### config.mk
export PLATFORM = sky130hd
export DESIGN_NAME = json_string_unescaper_unit
export DESIGN_NICKNAME = d
export VERILOG_FILES = /design/src/design/jsu_pkg.sv /design/src/design/jsu_front.sv /design/src/design/jsu_queue.sv /design/src/design/jsu_back.sv /design/src/design/json_string_unescaper_unit.sv
export SDC_FILE = /design/constraint.sdc
export NUM_CORES = 1
export LEC_CHECK = 0
export BUFFER_PORTS_ARGS = -buffer_cell sky130_fd_sc_hd__buf_4
export CORE_MARGIN = 2
export CORE_UTILIZATION = 50
export CTS_CLUSTER_SIZE = 24
export DETAILED_ROUTE_END_ITERATION = 10
export HOLD_SLACK_MARGIN = 0.03
export PLACE_DENSITY = 0.74
export SKIP_CTS_REPAIR_TIMING = 1
export SLEW_MARGIN = 40
export SYNTH_ARGS = -nofsm -noshare
export SYNTH_HDL_FRONTEND = slang
export SYNTH_SLANG_ARGS = --single-unit
export TNS_END_PERCENT = 5
### constraint.sdc
create_clock -name clk -period 4.1 [get_ports clk]
set_input_delay 0.205 -clock clk [delete_from_list [all_inputs] [get_ports clk]]
set_output_delay 0.205 -clock clk [all_outputs]
set_load 0.1 [all_outputs]
### src/design/jsu_pkg.sv
// ----------------------------------------------------------------------------
// jsu_pkg
// Shared types, character codes and helper functions for the JSON string
// unescaper.
// ----------------------------------------------------------------------------
package jsu_pkg;

	typedef enum logic [3:0] {
		PH_QUOTE = 4'd0,
		PH_BODY  = 4'd1,
		PH_ESC   = 4'd2,
		PH_HEX1  = 4'd3,
		PH_BSL   = 4'd4,
		PH_U     = 4'd5,
		PH_HEX2  = 4'd6,
		PH_DONE  = 4'd7,
		PH_ERR   = 4'd8
	} phase_t;

	localparam logic [7:0] CH_QUOTE  = 8'h22;
	localparam logic [7:0] CH_BSL    = 8'h5C;
	localparam logic [7:0] CH_SLASH  = 8'h2F;
	localparam logic [7:0] CH_LOW_B  = 8'h62;
	localparam logic [7:0] CH_LOW_F  = 8'h66;
	localparam logic [7:0] CH_LOW_N  = 8'h6E;
	localparam logic [7:0] CH_LOW_R  = 8'h72;
	localparam logic [7:0] CH_LOW_T  = 8'h74;
	localparam logic [7:0] CH_LOW_U  = 8'h75;
	localparam logic [7:0] CTRL_BS   = 8'h08;
	localparam logic [7:0] CTRL_FF   = 8'h0C;
	localparam logic [7:0] CTRL_LF   = 8'h0A;
	localparam logic [7:0] CTRL_CR   = 8'h0D;
	localparam logic [7:0] CTRL_TAB  = 8'h09;
	localparam logic [7:0] CTRL_LIMIT = 8'h20;

	localparam logic [15:0] HI_SUR_MIN = 16'hD800;
	localparam logic [15:0] HI_SUR_MAX = 16'hDBFF;
	localparam logic [15:0] LO_SUR_MIN = 16'hDC00;
	localparam logic [15:0] LO_SUR_MAX = 16'hDFFF;
	localparam logic [20:0] SUPP_BASE  = 21'h10000;

	localparam logic [20:0] UTF8_MAX1 = 21'h7F;
	localparam logic [20:0] UTF8_MAX2 = 21'h7FF;
	localparam logic [20:0] UTF8_MAX3 = 21'hFFFF;
	localparam logic [7:0]  UTF8_LEAD2 = 8'hC0;
	localparam logic [7:0]  UTF8_LEAD3 = 8'hE0;
	localparam logic [7:0]  UTF8_LEAD4 = 8'hF0;
	localparam logic [7:0]  UTF8_CONT  = 8'h80;

	// Everything one accepted byte causes: up to four data bytes and an
	// optional end status.
	typedef struct packed {
		logic [3:0][7:0] data;
		logic [2:0]      nbytes;
		logic            has_status;
		logic            status;
	} packet_t;

	typedef struct packed {
		logic [3:0][7:0] data;
		logic [2:0]      nbytes;
	} utf8_t;

	typedef struct packed {
		logic       bad;
		logic [3:0] value;
	} hex_t;

	function automatic hex_t hex_decode(input logic [7:0] b);
		hex_t r;
		r.bad = 1'b0;
		r.value = b[3:0];
		if (b >= 8'h30 && b <= 8'h39) begin
			r.value = b[3:0];
		end else if ((b >= 8'h61 && b <= 8'h66) || (b >= 8'h41 && b <= 8'h46)) begin
			r.value = b[3:0] + 4'd9;
		end else begin
			r.bad = 1'b1;
		end
		return r;
	endfunction

	function automatic utf8_t utf8_encode(input logic [20:0] cp);
		utf8_t r;
		r = '0;
		if (cp <= UTF8_MAX1) begin
			r.data[0] = cp[7:0];
			r.nbytes = 3'd1;
		end else if (cp <= UTF8_MAX2) begin
			r.data[0] = UTF8_LEAD2 | {3'b000, cp[10:6]};
			r.data[1] = UTF8_CONT | {2'b00, cp[5:0]};
			r.nbytes = 3'd2;
		end else if (cp <= UTF8_MAX3) begin
			r.data[0] = UTF8_LEAD3 | {4'b0000, cp[15:12]};
			r.data[1] = UTF8_CONT | {2'b00, cp[11:6]};
			r.data[2] = UTF8_CONT | {2'b00, cp[5:0]};
			r.nbytes = 3'd3;
		end else begin
			r.data[0] = UTF8_LEAD4 | {5'b00000, cp[20:18]};
			r.data[1] = UTF8_CONT | {2'b00, cp[17:12]};
			r.data[2] = UTF8_CONT | {2'b00, cp[11:6]};
			r.data[3] = UTF8_CONT | {2'b00, cp[5:0]};
			r.nbytes = 3'd4;
		end
		return r;
	endfunction

endpackage

### src/design/jsu_front.sv
// ----------------------------------------------------------------------------
// jsu_front
// Parser front end: takes one string byte per cycle unless stalled, runs the
// escape state machine and builds the packet of results that byte causes.
// ----------------------------------------------------------------------------
module jsu_front (
	input  logic             clk,
	input  logic             arst_n,
	input  logic             in_valid,
	input  logic             in_stall,
	input  logic [7:0]       in_byte,
	input  logic             last_byte,
	output logic             push,
	output jsu_pkg::packet_t push_pkt
);

	jsu_pkg::phase_t phase_q, phase_d;
	logic [15:0]     hex_accum_q, hex_accum_d;
	logic [1:0]      hex_count_q, hex_count_d;
	logic [9:0]      high_half_q, high_half_d;

	jsu_pkg::hex_t   hv;
	jsu_pkg::utf8_t  utf;
	logic [15:0]     acc_new;
	logic [20:0]     cp_pair;
	logic            quad_done;
	logic            accept;

	assign accept = in_valid && !in_stall;

	// Next state of the parser.
	always_comb begin
		phase_d     = phase_q;
		hex_accum_d = hex_accum_q;
		hex_count_d = hex_count_q;
		high_half_d = high_half_q;
		hv          = jsu_pkg::hex_decode(in_byte);
		acc_new     = {hex_accum_q[11:0], hv.value};
		quad_done   = (hex_count_q == 2'd3);
		unique case (phase_q)
			jsu_pkg::PH_QUOTE: begin
				phase_d = (in_byte == jsu_pkg::CH_QUOTE) ? jsu_pkg::PH_BODY : jsu_pkg::PH_ERR;
			end
			jsu_pkg::PH_BODY: begin
				if (in_byte == jsu_pkg::CH_QUOTE) begin
					phase_d = jsu_pkg::PH_DONE;
				end else if (in_byte == jsu_pkg::CH_BSL) begin
					phase_d = jsu_pkg::PH_ESC;
				end else if (in_byte < jsu_pkg::CTRL_LIMIT) begin
					phase_d = jsu_pkg::PH_ERR;
				end
			end
			jsu_pkg::PH_ESC: begin
				case (in_byte)
					jsu_pkg::CH_QUOTE, jsu_pkg::CH_BSL, jsu_pkg::CH_SLASH,
					jsu_pkg::CH_LOW_B, jsu_pkg::CH_LOW_F, jsu_pkg::CH_LOW_N,
					jsu_pkg::CH_LOW_R, jsu_pkg::CH_LOW_T: phase_d = jsu_pkg::PH_BODY;
					jsu_pkg::CH_LOW_U: begin
						phase_d     = jsu_pkg::PH_HEX1;
						hex_accum_d = '0;
						hex_count_d = '0;
					end
					default: phase_d = jsu_pkg::PH_ERR;
				endcase
			end
			jsu_pkg::PH_HEX1, jsu_pkg::PH_HEX2: begin
				if (hv.bad) begin
					phase_d = jsu_pkg::PH_ERR;
				end else begin
					hex_accum_d = acc_new;
					if (!quad_done) begin
						hex_count_d = hex_count_q + 2'd1;
					end else begin
						hex_count_d = '0;
						if (phase_q == jsu_pkg::PH_HEX2) begin
							if (acc_new >= jsu_pkg::LO_SUR_MIN && acc_new <= jsu_pkg::LO_SUR_MAX) begin
								phase_d = jsu_pkg::PH_BODY;
							end else begin
								phase_d = jsu_pkg::PH_ERR;
							end
						end else if (acc_new >= jsu_pkg::HI_SUR_MIN &&
						             acc_new <= jsu_pkg::HI_SUR_MAX) begin
							// The surrogate base has zero low bits, so the offset is a slice.
							high_half_d = acc_new[9:0];
							phase_d     = jsu_pkg::PH_BSL;
						end else if (acc_new >= jsu_pkg::LO_SUR_MIN &&
						             acc_new <= jsu_pkg::LO_SUR_MAX) begin
							phase_d = jsu_pkg::PH_ERR;
						end else begin
							phase_d = jsu_pkg::PH_BODY;
						end
					end
				end
			end
			jsu_pkg::PH_BSL: begin
				phase_d = (in_byte == jsu_pkg::CH_BSL) ? jsu_pkg::PH_U : jsu_pkg::PH_ERR;
			end
			jsu_pkg::PH_U: begin
				if (in_byte == jsu_pkg::CH_LOW_U) begin
					phase_d     = jsu_pkg::PH_HEX2;
					hex_accum_d = '0;
					hex_count_d = '0;
				end else begin
					phase_d = jsu_pkg::PH_ERR;
				end
			end
			default: phase_d = jsu_pkg::PH_ERR;
		endcase
	end

	// Results of the byte.
	always_comb begin
		push_pkt = '0;
		cp_pair  = jsu_pkg::SUPP_BASE + {1'b0, high_half_q, acc_new[9:0]};
		utf      = '0;
		unique case (phase_q)
			jsu_pkg::PH_BODY: begin
				if (in_byte != jsu_pkg::CH_QUOTE && in_byte != jsu_pkg::CH_BSL &&
				    in_byte >= jsu_pkg::CTRL_LIMIT) begin
					utf.data[0] = in_byte;
					utf.nbytes  = 3'd1;
				end
			end
			jsu_pkg::PH_ESC: begin
				utf.nbytes = 3'd1;
				case (in_byte)
					jsu_pkg::CH_QUOTE, jsu_pkg::CH_BSL,
					jsu_pkg::CH_SLASH: utf.data[0] = in_byte;
					jsu_pkg::CH_LOW_B: utf.data[0] = jsu_pkg::CTRL_BS;
					jsu_pkg::CH_LOW_F: utf.data[0] = jsu_pkg::CTRL_FF;
					jsu_pkg::CH_LOW_N: utf.data[0] = jsu_pkg::CTRL_LF;
					jsu_pkg::CH_LOW_R: utf.data[0] = jsu_pkg::CTRL_CR;
					jsu_pkg::CH_LOW_T: utf.data[0] = jsu_pkg::CTRL_TAB;
					default: utf.nbytes = 3'd0;
				endcase
			end
			jsu_pkg::PH_HEX1: begin
				if (!hv.bad && quad_done &&
				    !(acc_new >= jsu_pkg::HI_SUR_MIN && acc_new <= jsu_pkg::LO_SUR_MAX)) begin
					utf = jsu_pkg::utf8_encode({5'b00000, acc_new});
				end
			end
			jsu_pkg::PH_HEX2: begin
				if (!hv.bad && quad_done &&
				    acc_new >= jsu_pkg::LO_SUR_MIN && acc_new <= jsu_pkg::LO_SUR_MAX) begin
					utf = jsu_pkg::utf8_encode(cp_pair);
				end
			end
			default: utf = '0;
		endcase
		push_pkt.data       = utf.data;
		push_pkt.nbytes     = utf.nbytes;
		push_pkt.has_status = last_byte;
		push_pkt.status     = (phase_d != jsu_pkg::PH_DONE);
	end

	assign push = accept && (push_pkt.nbytes != 3'd0 || last_byte);

	always_ff @(posedge clk or negedge arst_n) begin
		if (!arst_n) begin
			phase_q     <= jsu_pkg::PH_QUOTE;
			hex_accum_q <= '0;
			hex_count_q <= '0;
			high_half_q <= '0;
		end else if (accept) begin
			if (last_byte) begin
				// The final byte closes the string; the next one starts fresh.
				phase_q     <= jsu_pkg::PH_QUOTE;
				hex_accum_q <= '0;
				hex_count_q <= '0;
				high_half_q <= '0;
			end else begin
				phase_q     <= phase_d;
				hex_accum_q <= hex_accum_d;
				hex_count_q <= hex_count_d;
				high_half_q <= high_half_d;
			end
		end
	end

endmodule

### src/design/jsu_queue.sv
// ----------------------------------------------------------------------------
// jsu_queue
// Small first-in first-out queue of result packets between the parser and
// the output serializer.
// ----------------------------------------------------------------------------
module jsu_queue #(
	parameter int DEPTH = 4
) (
	input  logic             clk,
	input  logic             arst_n,
	input  logic             push,
	input  jsu_pkg::packet_t push_pkt,
	input  logic             pop,
	output logic             full,
	output logic             empty,
	output jsu_pkg::packet_t head_pkt
);

	localparam int PTR_W = $clog2(DEPTH);
	localparam int CNT_W = $clog2(DEPTH + 1);
	localparam logic [PTR_W-1:0] LAST_PTR = PTR_W'(DEPTH - 1);
	localparam logic [CNT_W-1:0] FULL_CNT = CNT_W'(DEPTH);

	jsu_pkg::packet_t entry_q [DEPTH];
	logic [PTR_W-1:0] wr_ptr_q;
	logic [PTR_W-1:0] rd_ptr_q;
	logic [CNT_W-1:0] count_q;

	assign full     = (count_q == FULL_CNT);
	assign empty    = (count_q == '0);
	assign head_pkt = entry_q[rd_ptr_q];

	always_ff @(posedge clk) begin
		if (push) begin
			entry_q[wr_ptr_q] <= push_pkt;
		end
	end

	always_ff @(posedge clk or negedge arst_n) begin
		if (!arst_n) begin
			wr_ptr_q <= '0;
			rd_ptr_q <= '0;
			count_q  <= '0;
		end else begin
			if (push) begin
				wr_ptr_q <= (wr_ptr_q == LAST_PTR) ? '0 : wr_ptr_q + 1'b1;
			end
			if (pop) begin
				rd_ptr_q <= (rd_ptr_q == LAST_PTR) ? '0 : rd_ptr_q + 1'b1;
			end
			if (push && !pop) begin
				count_q <= count_q + 1'b1;
			end else if (pop && !push) begin
				count_q <= count_q - 1'b1;
			end
		end
	end

endmodule

### src/design/jsu_back.sv
// ----------------------------------------------------------------------------
// jsu_back
// Output serializer: walks the packet at the head of the queue and presents
// its data bytes and end status one transfer at a time.
// ----------------------------------------------------------------------------
module jsu_back (
	input  logic             clk,
	input  logic             arst_n,
	input  logic             empty,
	input  jsu_pkg::packet_t head_pkt,
	output logic             pop,
	output logic             out_valid,
	input  logic             out_stall,
	output logic [7:0]       data_byte,
	output logic             is_status,
	output logic             status,
	output logic             run_end
);

	logic [2:0] idx_q;
	logic [2:0] total;
	logic       is_data;
	logic       transfer;

	assign total     = head_pkt.nbytes + {2'b00, head_pkt.has_status};
	assign is_data   = (idx_q < head_pkt.nbytes);
	assign out_valid = !empty;
	assign data_byte = is_data ? head_pkt.data[idx_q[1:0]] : 8'h00;
	assign is_status = !is_data;
	assign status    = is_data ? 1'b0 : head_pkt.status;
	assign run_end   = (idx_q == total - 3'd1);
	assign transfer  = out_valid && !out_stall;
	assign pop       = transfer && run_end;

	always_ff @(posedge clk or negedge arst_n) begin
		if (!arst_n) begin
			idx_q <= '0;
		end else if (pop) begin
			idx_q <= '0;
		end else if (transfer) begin
			idx_q <= idx_q + 3'd1;
		end
	end

	// Every queued packet carries at least one result.
	assert property (@(posedge clk) disable iff (!arst_n)
		out_valid |-> (total != 3'd0))
		else $error("queued packet with no results");

	// The walk never runs past the end of the packet.
	assert property (@(posedge clk) disable iff (!arst_n)
		out_valid |-> (idx_q < total))
		else $error("result index beyond packet");

	// A finished packet leaves the walk at its start.
	assert property (@(posedge clk) disable iff (!arst_n)
		pop |=> (idx_q == 3'd0))
		else $error("result index not cleared after packet");

	// A status result is always the last one of its packet.
	assert property (@(posedge clk) disable iff (!arst_n)
		(out_valid && is_status) |-> run_end)
		else $error("status result not last in packet");

endmodule

### src/design/json_string_unescaper_unit.sv
// ----------------------------------------------------------------------------
// json_string_unescaper_unit
// Decodes a quoted JSON string literal, one byte per transfer, into UTF-8
// data bytes followed by an end status.
// ----------------------------------------------------------------------------
// The input side takes one byte per cycle as long as the result queue
// (QUEUE_DEPTH packets) has room; the parser decides in that cycle what the
// byte yields and writes any results as one packet. The output side sends one
// result per cycle unless out_stall holds it. Results per byte: none for
// quotes, backslashes and the first three hex digits of an escape, one for a
// plain byte or escape letter, up to four for the digit that completes a \u
// escape, plus one for the status on the final byte. Results are held in
// the queue; an output stall only holds the input once the queue has filled.
module json_string_unescaper_unit #(
	parameter int QUEUE_DEPTH = 4
) (
	input  logic       clk,
	input  logic       arst_n,
	input  logic       in_valid,
	output logic       in_stall,
	input  logic [7:0] in_byte,
	input  logic       last_byte,
	output logic       out_valid,
	input  logic       out_stall,
	output logic [7:0] data_byte,
	output logic       is_status,
	output logic       status,
	output logic       run_end
);

	jsu_pkg::packet_t push_pkt;
	jsu_pkg::packet_t head_pkt;
	logic             push;
	logic             pop;
	logic             full;
	logic             empty;

	assign in_stall = full;

	jsu_front u_front (
		.clk       (clk),
		.arst_n    (arst_n),
		.in_valid  (in_valid),
		.in_stall  (in_stall),
		.in_byte   (in_byte),
		.last_byte (last_byte),
		.push      (push),
		.push_pkt  (push_pkt)
	);

	jsu_queue #(
		.DEPTH (QUEUE_DEPTH)
	) u_queue (
		.clk      (clk),
		.arst_n   (arst_n),
		.push     (push),
		.push_pkt (push_pkt),
		.pop      (pop),
		.full     (full),
		.empty    (empty),
		.head_pkt (head_pkt)
	);

	jsu_back u_back (
		.clk       (clk),
		.arst_n    (arst_n),
		.empty     (empty),
		.head_pkt  (head_pkt),
		.pop       (pop),
		.out_valid (out_valid),
		.out_stall (out_stall),
		.data_byte (data_byte),
		.is_status (is_status),
		.status    (status),
		.run_end   (run_end)
	);

endmodule
==> flow_summary_export.csv, run 1 <==
group,metric,value,unit
status,status,"completed",
final_layout,seq_area,5040,µm²
sta,worst_slew_pin_slew,0.813,ns
sta,hold_viol_final,0,
yosys,avgSynthCellArea,13.5,µm²
place,port_buffers,25,
clocking,cts.reportedPaths.clkPinSlew,0.06,ns
floorplan,io_pins,26,
critical_path,slowest_delay,0.66,ns
pwr,power_leakage,3.42,nW
critical_path,crit_chain,"mux4_2 -> inv_1 -> ha_1 -> a21boi_0 -> o21ai_0 -> nand2b_1 -> nor4b_4 -> buf_4",
detailed_routing,drt-pass1-iter-count,5,
pwr,vdd_drop_max,0.000794,V
final_layout,final_cells,908,
pwr,powerDensity,661,nW/µm²
sta,fin_skew,0.00811,ns
detailed_routing,drc_errors,0,
critical_path,cp-end-kind,"primary output",
yosys,netlist_instances,648,
final_layout,stdcell_area,9750,µm²
place,post-place-cells,875,
place,placed_cell_area,9180,µm²
sta,slew_headroom,45.4,%
yosys,synth.most_common_cell,"edfxtp_1",
floorplan,die_h,136,µm
yosys,netlist.area_leader.share,46.7,%
sta,fmax,287,MHz
floorplan,fp.dieArea,18600,µm²
global_routing,grt_pass1_wl,31000,µm
yosys,synth_common_cells,"edfxtp_1 (136), nand2_1 (59), mux4_2 (41)",
yosys,synth_area_leaders,"edfxtp_1 (47%), dfrtp_1 (11%), mux4_2 (11%)",
clocking,numCtsBuffers,17,
sta,period_share,85.0,%
detailed_routing,routed_wl,19600,µm
detailed_routing,vias,5804,
place,dp_slack,0.518,ns
detailed_routing,drt_iter0_drc,534,
floorplan,fp-row-count,48,
yosys,yosysSeqAreaShare,57.5,%
critical_path,slowest_stage,"dfrtp_2",
final_layout,nets,702,
final_layout,diodes,0,
yosys,synth-async-reset-ratio,21.8,%
clocking,clk_latency,0.43,ns
critical_path,critPathLaunchType,"flop",
global_routing,antenna_found_initial,0,
critical_path,ff2ff_setup_slack,0.67,ns
global_routing,grt_pass1_vias,5614,
critical_path,cp.required,3.89,ns
final_layout,fillers,1350,
sta,fin_crit,3.48,ns
sta,setup_ws,0.616,ns
final_layout,layout-drive-gt1-share,19.6,%
yosys,synth_warnings,0,
sta,grt_setup_unrepaired,"false",
global_routing,grt_max_degree,39,
yosys,synth_nets,680,
detailed_routing,viasPerCell,6.39,
clocking,htreeDepth,4,
global_routing,grtUsageTotal,22.5,%
place,routabilityCongestion,0.952,
sta,fin_hold_ws,0.0810,ns
job,cap_violations,0,
detailed_routing,wl_per_cell,21.6,µm
final_layout,syn_to_final_growth,11.4,%
min_path,holdCritPathClass,"in2reg",
critical_path,critPathKind,"reg2out",
critical_path,arrival,3.28,ns
sta,finalSetupViolations,0,
sta,timing.final.max_slew_violations,0,
clocking,clock_sinks,174,
yosys,yosysTopAreaCell,"edfxtp_1",
yosys,ys_types,83,
detailed_routing,drtAntennaViolNets,0,
floorplan,coreArea,17200,µm²
critical_path,critical_path.max_fanout,14,
yosys,synth_edf_count,136,
critical_path,path_delay_family,"flip-flops",
clocking,cts_tree,"built",
place,hpwl,13500,µm
yosys,ys.flop_type,"edfxtp_1",
critical_path,critPathBufInv,2,
clocking,clk_path_buf_depth,2,
global_routing,overflow,0,
final_layout,multi_input_area,3520,µm²
yosys,synth_area,8750,µm²
floorplan,start_util,50.9,%
floorplan,die_x,136,µm
yosys,synth.ff_latch_count,174,
clocking,cts-root-buf,"clkbuf_16",
## registers in the layout (all words and copies together) (netlist names), 3 cells and up
signal and flops:
u_queue.entry_q 136, u_front.hex_accum_q 12, u_front.high_half_q 10, u_back.idx_q 3, u_front.phase_q 4, u_queue.count_q 3
## logic make-up (layout without fill, tap and decap cells)
kind of cell	after synthesis	after routing	synth area share, %
simple gates	198	198	12.5
flops	174	174	57.5
compound gates	134	134	11.1
buf+inv	58	93	2.75
mux	56	56	12.4
fa+ha+maj	19	19	2.80
xor+xnor	9	9	0.901
## per-layer routing
metal  wire (µm)  vias to the layer above  global-route usage, %
met2        9630                      255                   35.7
li1            -                     2597                      -
met5           0                        -                      0
met1        8240                     2897                   30.6
met3        1140                       55                   4.33
met4         589                        0                   9.66
## worst paths after layout
kind                            cells after the start                endpoint                   start
worst min register to register                      2  u_front.hex_count_q[1]  u_front.hex_count_q[1]
max in group asynchronous                           2     u_queue.rd_ptr_q[0]                  arst_n
worst max register to register                     12      u_queue.count_q[1]     u_queue.rd_ptr_q[0]
min in group asynchronous                           2      u_front.phase_q[0]                  arst_n
worst min-delay path                                1   u_queue.entry_q[3][1]               last_byte
worst max-delay path                                8            data_byte[6]     u_queue.rd_ptr_q[0]
## per-stage QoR
| stage | util [%] | power, W | setup TNS [ns] |
|---|---|---|---|
| after floorplan | - | 0.00443 | -1.34 |
| after global placement | 53.5 | 0.00495 | 0 |
| after detailed placement | 53.5 | 0.00501 | 0 |
| after CTS | 56.6 | 0.00649 | 0 |
| after global routing | 56.7 | 0.00672 | 0 |
| final | 56.7 | 0.00644 | 0 |
## worst reg2reg max path, cell delays in order (launching register included)
cell     delay, ns
dfrtp_2       0.66
mux4_2        0.59
inv_1         0.08
ha_1          0.14
ha_1          0.15
xnor2_1       0.13
xnor2_1       0.13
nor3_4        0.31
nand2_2       0.14
ha_1          0.23
inv_1         0.07
fa_1          0.41
mux2_2        0.28
## report_power, final
group / switching (W) / internal (W) / total, W
combinational: 0.00171 / 0.000881 / 0.00259
sequential: 0.000230 / 0.00213 / 0.00236
clock: 0.000658 / 0.000835 / 0.00149
total: 0.00260 / 0.00384 / 0.00644
## final cells by class
cell class	count	share of cell area, %
sequential	174	51.7
multi-input combinational	416	36.1
clock buffer	18	4.40
tap	225	2.89
timing repair buffer	36	2.80
clock inverter	14	1.21
inverter	25	0.963
## cells in the final DEF (no fill, tap or decap), types with 9 or more instances in the layout
master     synthesis  layout
edfxtp_1         136     136
nand2_1           59      58
mux4_2            41      41
dfrtp_1           38      37
nor2_1            35      35
buf_4              3      35
o21ai_0           30      30
inv_1             23      23
ha_1              18      18
clkbuf_16          0      17
a21oi_1           16      16
nand2b_1          14      14
o31ai_1           13      13
nor2b_1           11      11
and2_1            10      10
mux2i_1            9       9
Note: power is estimated with default switching activity, not from simulation.
==> run 2, diff against run 1 <==
--- a/config.mk
+++ b/config.mk
@@ -11,7 +11,7 @@
 export CTS_CLUSTER_SIZE = 24
 export DETAILED_ROUTE_END_ITERATION = 10
 export HOLD_SLACK_MARGIN = 0.03
-export PLACE_DENSITY = 0.74
+export PLACE_DENSITY = 0.77
 export SKIP_CTS_REPAIR_TIMING = 1
 export SLEW_MARGIN = 40
 export SYNTH_ARGS = -nofsm -noshare
==> constraint.sdc (replaced) <==
create_clock -name clk -period 3 [get_ports clk]
set_input_delay 0.15 -clock clk [delete_from_list [all_inputs] [get_ports clk]]
set_output_delay 0.15 -clock clk [all_outputs]
set_load 0.1 [all_outputs]
==> flow_summary_export.csv, run 2 (synthesis gave the netlist of run 1 again) <==
group,metric,value,unit
final_layout,nets,770,
sta,fin_hold_ws,0.0970,ns
critical_path,crit_start,"u_queue.rd_ptr_q[0]",
min_path,worstHoldStart,"out_stall",
detailed_routing,viasPerCell,6.34,
global_routing,overflow,0,
sta,grt_setup_unrepaired,"true",
sta,fin_skew,0.00950,ns
clocking,clk_path_buf_depth,2,
status,status,"finished with violations",
place,hpwl,14300,µm
global_routing,antenna_found_initial,0,
critical_path,arrival,3.40,ns
detailed_routing,drc_errors,0,
global_routing,grt_max_degree,39,
clocking,cts.reportedPaths.clkPinSlew,0.06,ns
final_layout,final_common_cell,"edfxtp_1",
global_routing,grtUsageTotal,24.0,%
clocking,clock_sinks,174,
final_layout,largest_register_ffs,136,
final_layout,diodes,0,
detailed_routing,wl_per_cell,22.4,µm
sta,finalSetupViolations,10,
status,violations,"setup timing",
pwr,vdd_drop_max,0.000941,V
pwr,powerDensity,943,nW/µm²
place,dp_slack,-0.140,ns
sta,worst_slew_pin_slew,0.753,ns
detailed_routing,vias,6183,
sta,period_share,103,%
floorplan,die_h,136,µm
detailed_routing,drtAntennaViolNets,0,
detailed_routing,drt-pass1-iter-count,6,
global_routing,grt_pass1_vias,6106,
min_path,holdCritPathClass,"in2reg",
clocking,clk_latency,0.43,ns
clocking,htreeDepth,4,
final_layout,layout-drive-gt1-share,30.1,%
critical_path,critPathLaunchType,"flop",
clocking,cts-root-buf,"clkbuf_16",
critical_path,critPathKind,"reg2reg",
sta,setup_ws,-0.0925,ns
sta,timing.final.max_slew_violations,0,
critical_path,cp-end-kind,"flop",
final_layout,syn_to_final_growth,21.8,%
critical_path,cp.required,3.31,ns
pwr,power.total,0.0101,W
floorplan,die_x,136,µm
sta,fin_crit,3.09,ns
critical_path,reg2reg_from,"u_queue.rd_ptr_q[0]",
floorplan,fp.dieArea,18600,µm²
final_layout,final_cells,976,
final_layout,top_register,"u_queue.entry_q",
sta,fmax,323,MHz
job,cap_violations,0,
detailed_routing,routed_wl,21800,µm
clocking,cts_tree,"built",
global_routing,grt_pass1_wl,33300,µm
floorplan,coreArea,17200,µm²
sta,hold_viol_final,0,
detailed_routing,drt_iter0_drc,687,
final_layout,reg_top3,"u_queue.entry_q x136, u_front.hex_accum_q x12, u_front.high_half_q x10",
pwr,power_leakage,3.88,nW
final_layout,final_util,62.0,%
critical_path,critical_path.max_fanout,5,
floorplan,fp-row-count,48,
place,port_buffers,25,
clocking,numCtsBuffers,17,
floorplan,start_util,50.9,%
place,routabilityCongestion,0.998,
sta,slew_headroom,49.4,%
floorplan,io_pins,26,
final_layout,final_cell_mix,"edfxtp_1 (136), buf_4 (86), nand2_1 (57)",
place,post-place-cells,935,
-- run 2: critical path, stage by stage (launching register included) --
cell	delay, ns
dfrtp_2	0.44
mux4_2	0.56
inv_2	0.11
ha_4	0.15
ha_4	0.14
xnor2_1	0.17
xnor2_1	0.15
nor3_4	0.16
nand2_2	0.14
ha_4	0.20
inv_1	0.06
fa_2	0.42
mux2_2	0.27
-- run 2: metrics by stage --
stage	cell area [µm²]	TNS [ns]
after floorplan	8810	-59.20
after detailed placement	9690	-2.16
after CTS	10300	-4.15
after global routing	10700	-1.21
after global placement	9690	0
final	10700	-0.344
-- run 2: worst paths after layout --
check                                    endpoint  cells past startpoint  slack [ns]
min in group asynchronous         u_back.idx_q[1]                      2        0.24
max in group asynchronous  u_front.high_half_q[7]                      2        2.38
hold reg to reg            u_front.hex_count_q[1]                      2        0.54
hold / removal                    u_back.idx_q[1]                      4         0.1
setup / recovery               u_queue.count_q[1]                     12       -0.09
setup reg to reg               u_queue.count_q[1]                     12       -0.09
-- run 2: cell type report --
type,count,area [µm²]
Fill cell,1267,6520
Sequential cell,174,5040
Multi-Input combinational cell,416,3670
Timing Repair Buffer,104,955
Clock buffer,18,429
Tap cell,225,282
Clock inverter,14,183
Inverter,25,96.3
-- run 2: report_power, final --
| group | internal (W) | switching, W |
|---|---|---|
| Combinational | 0.00188 | 0.00277 |
| Sequential | 0.00291 | 0.000226 |
| Clock | 0.00133 | 0.000945 |
| Total | 0.00611 | 0.00394 |
-- run 2: layer usage --
| metal | vias up | global-route usage [%] | routed length (µm) | part of all wire [%] |
|---|---|---|---|---|
| li1 | 2734 | - | - | - |
| met1 | 3109 | 31.4 | 8790 | 40 |
| met2 | 304 | 39.9 | 11200 | 51 |
| met3 | 36 | 4.55 | 1370 | 6.3 |
| met4 | 0 | 8.85 | 443 | 2.0 |
| met5 | - | 0 | 0 | 0 |
==> run 3, diff against run 2 <==
--- a/config.mk
+++ b/config.mk
@@ -8,6 +8,7 @@
 export BUFFER_PORTS_ARGS = -buffer_cell sky130_fd_sc_hd__buf_4
 export CORE_MARGIN = 2
 export CORE_UTILIZATION = 50
+export CTS_BUF_LIST = sky130_fd_sc_hd__clkbuf_8
 export CTS_CLUSTER_SIZE = 24
 export DETAILED_ROUTE_END_ITERATION = 10
 export HOLD_SLACK_MARGIN = 0.03
==> flow_summary_export.csv, run 3 (synthesis gave the netlist of run 1 again) <==
group,metric,value,unit
status,status,"finished with violations",
status,violations,"setup timing",
final_layout,layout-drive-gt1-share,28.5,%
detailed_routing,routed_wl,20100,µm
pwr,power_leakage,3.74,nW
pwr,power.total,0.00885,W
floorplan,die_h,136,µm
final_layout,final_util,60.0,%
sta,slew_headroom,51.9,%
place,post-place-cells,935,
sta,worst_slew_pin_slew,0.715,ns
clocking,cts_tree,"built",
clocking,htreeDepth,4,
detailed_routing,wl_per_cell,20.6,µm
detailed_routing,drc_errors,0,
clocking,cts.reportedPaths.clkPinSlew,0.09,ns
clocking,clk_latency,0.47,ns
detailed_routing,drt_iter0_drc,720,
clocking,cts-root-buf,"clkbuf_8",
sta,timing.final.max_slew_violations,0,
place,dp_slack,-0.140,ns
sta,finalSetupViolations,1,
critical_path,cp-end-kind,"flop",
critical_path,cp.required,3.35,ns
critical_path,critical_path.max_fanout,5,
global_routing,grt_pass1_wl,32200,µm
final_layout,largest_register_ffs,136,
detailed_routing,drtAntennaViolNets,0,
pwr,p_switching,0.00361,W
final_layout,nets,770,
place,port_buffers,25,
sta,hold_viol_final,0,
floorplan,fp-row-count,48,
min_path,holdCritPathClass,"in2reg",
floorplan,fp.dieArea,18600,µm²
floorplan,coreArea,17200,µm²
pwr,p_comb_share,45.5,%
clocking,clk_path_buf_depth,2,
sta,fin_hold_ws,0.0674,ns
pwr,p_seq_share,35.2,%
detailed_routing,drt-pass1-iter-count,6,
final_layout,reg_top3,"u_queue.entry_q x136, u_front.hex_accum_q x12, u_front.high_half_q x10",
pwr,clkPwrFrac,19.3,%
detailed_routing,viasPerCell,6.15,
global_routing,antenna_found_initial,0,
global_routing,grt_pass1_vias,6026,
final_layout,final_cell_mix,"edfxtp_1 (136), buf_4 (85), nand2_1 (57)",
place,hpwl,14300,µm
final_layout,fillers,1323,
sta,grt_setup_unrepaired,"true",
critical_path,critPathKind,"reg2reg",
final_layout,syn_to_final_growth,17.7,%
job,cap_violations,0,
final_layout,final_cells,976,
floorplan,die_x,136,µm
sta,fin_skew,0.00933,ns
place,routabilityCongestion,0.998,
floorplan,start_util,50.9,%
pwr,p_int,0.00524,W
final_layout,top_register,"u_queue.entry_q",
pwr,swShare,40.8,%
critical_path,arrival,3.38,ns
sta,period_share,101,%
global_routing,grt_max_degree,39,
critical_path,critPathLaunchType,"flop",
sta,setup_ws,-0.0253,ns
pwr,powerDensity,860,nW/µm²
final_layout,diodes,0,
floorplan,io_pins,26,
sta,fin_crit,3.03,ns
clocking,numCtsBuffers,17,
final_layout,final_common_cell,"edfxtp_1",
clocking,clock_sinks,174,
global_routing,grtUsageTotal,23.0,%
pwr,vdd_drop_max,0.000869,V
detailed_routing,vias,5999,
sta,fmax,331,MHz
global_routing,overflow,0,
critical_path,ff2ff_setup_slack,-0.03,ns
-- run 3: final cells by class --
cell class | instances | area [µm²] | share of cell area (%)
clock buffers | 17 | 234 | 2.27
clock inverters | 15 | 186 | 1.81
inverters | 25 | 93.8 | 0.911
multi-input cells | 416 | 3580 | 34.8
flip-flops and latches | 174 | 5040 | 48.9
well taps | 225 | 282 | 2.73
repair buffers | 104 | 887 | 8.61
-- run 3: routing by layer --
layer,up-vias,share of wire [%],global-route usage (%)
li1,2726,-,-
met1,2996,42,30.8
met2,247,50,38.0
met3,30,6.4,5.56
met4,0,1.8,5.79
met5,-,0,0
-- run 3: critical path: stages, from the launching register on --
cell     delay, ns
dfrtp_2       0.44
mux4_2        0.54
inv_2         0.07
ha_1          0.15
ha_2          0.28
xnor2_2       0.15
nor3_4        0.22
nand2_2       0.13
ha_4          0.19
inv_1         0.06
fa_2          0.42
mux2_2        0.27
-- run 3: metrics by stage --
stage	setup TNS, ns	cell area, µm²
after floorplan	-59.20	8810
after global placement	0	9690
after detailed placement	-2.16	9690
after CTS	-3.92	10100
after global routing	-1.38	10300
final	-0.0253	10300
-- run 3: path summary, 6_finish.rpt --
kind,start,endpoint,depth (start not counted)
max,u_queue.rd_ptr_q[0],u_queue.count_q[1],11
min,in_valid,u_front.phase_q[0],4
max reg2reg,u_queue.rd_ptr_q[0],u_queue.count_q[1],11
min reg2reg,u_front.hex_count_q[1],u_front.hex_count_q[1],2
max in group asynchronous,arst_n,u_queue.rd_ptr_q[0],2
min in group asynchronous,arst_n,u_back.idx_q[1],2
-- run 3: power groups by stage --
stage / sequential [W] / combinational (W) / clock [W]
2_1_floorplan: 0.00308 / 0.00301 / 0
3_3_place_gp: 0.00313 / 0.00376 / 0
3_5_place_dp: 0.00316 / 0.00384 / 0
4_1_cts: 0.00311 / 0.00385 / 0.00172
5_1_grt: 0.00315 / 0.00427 / 0.00183
6_report: 0.00311 / 0.00403 / 0.00171
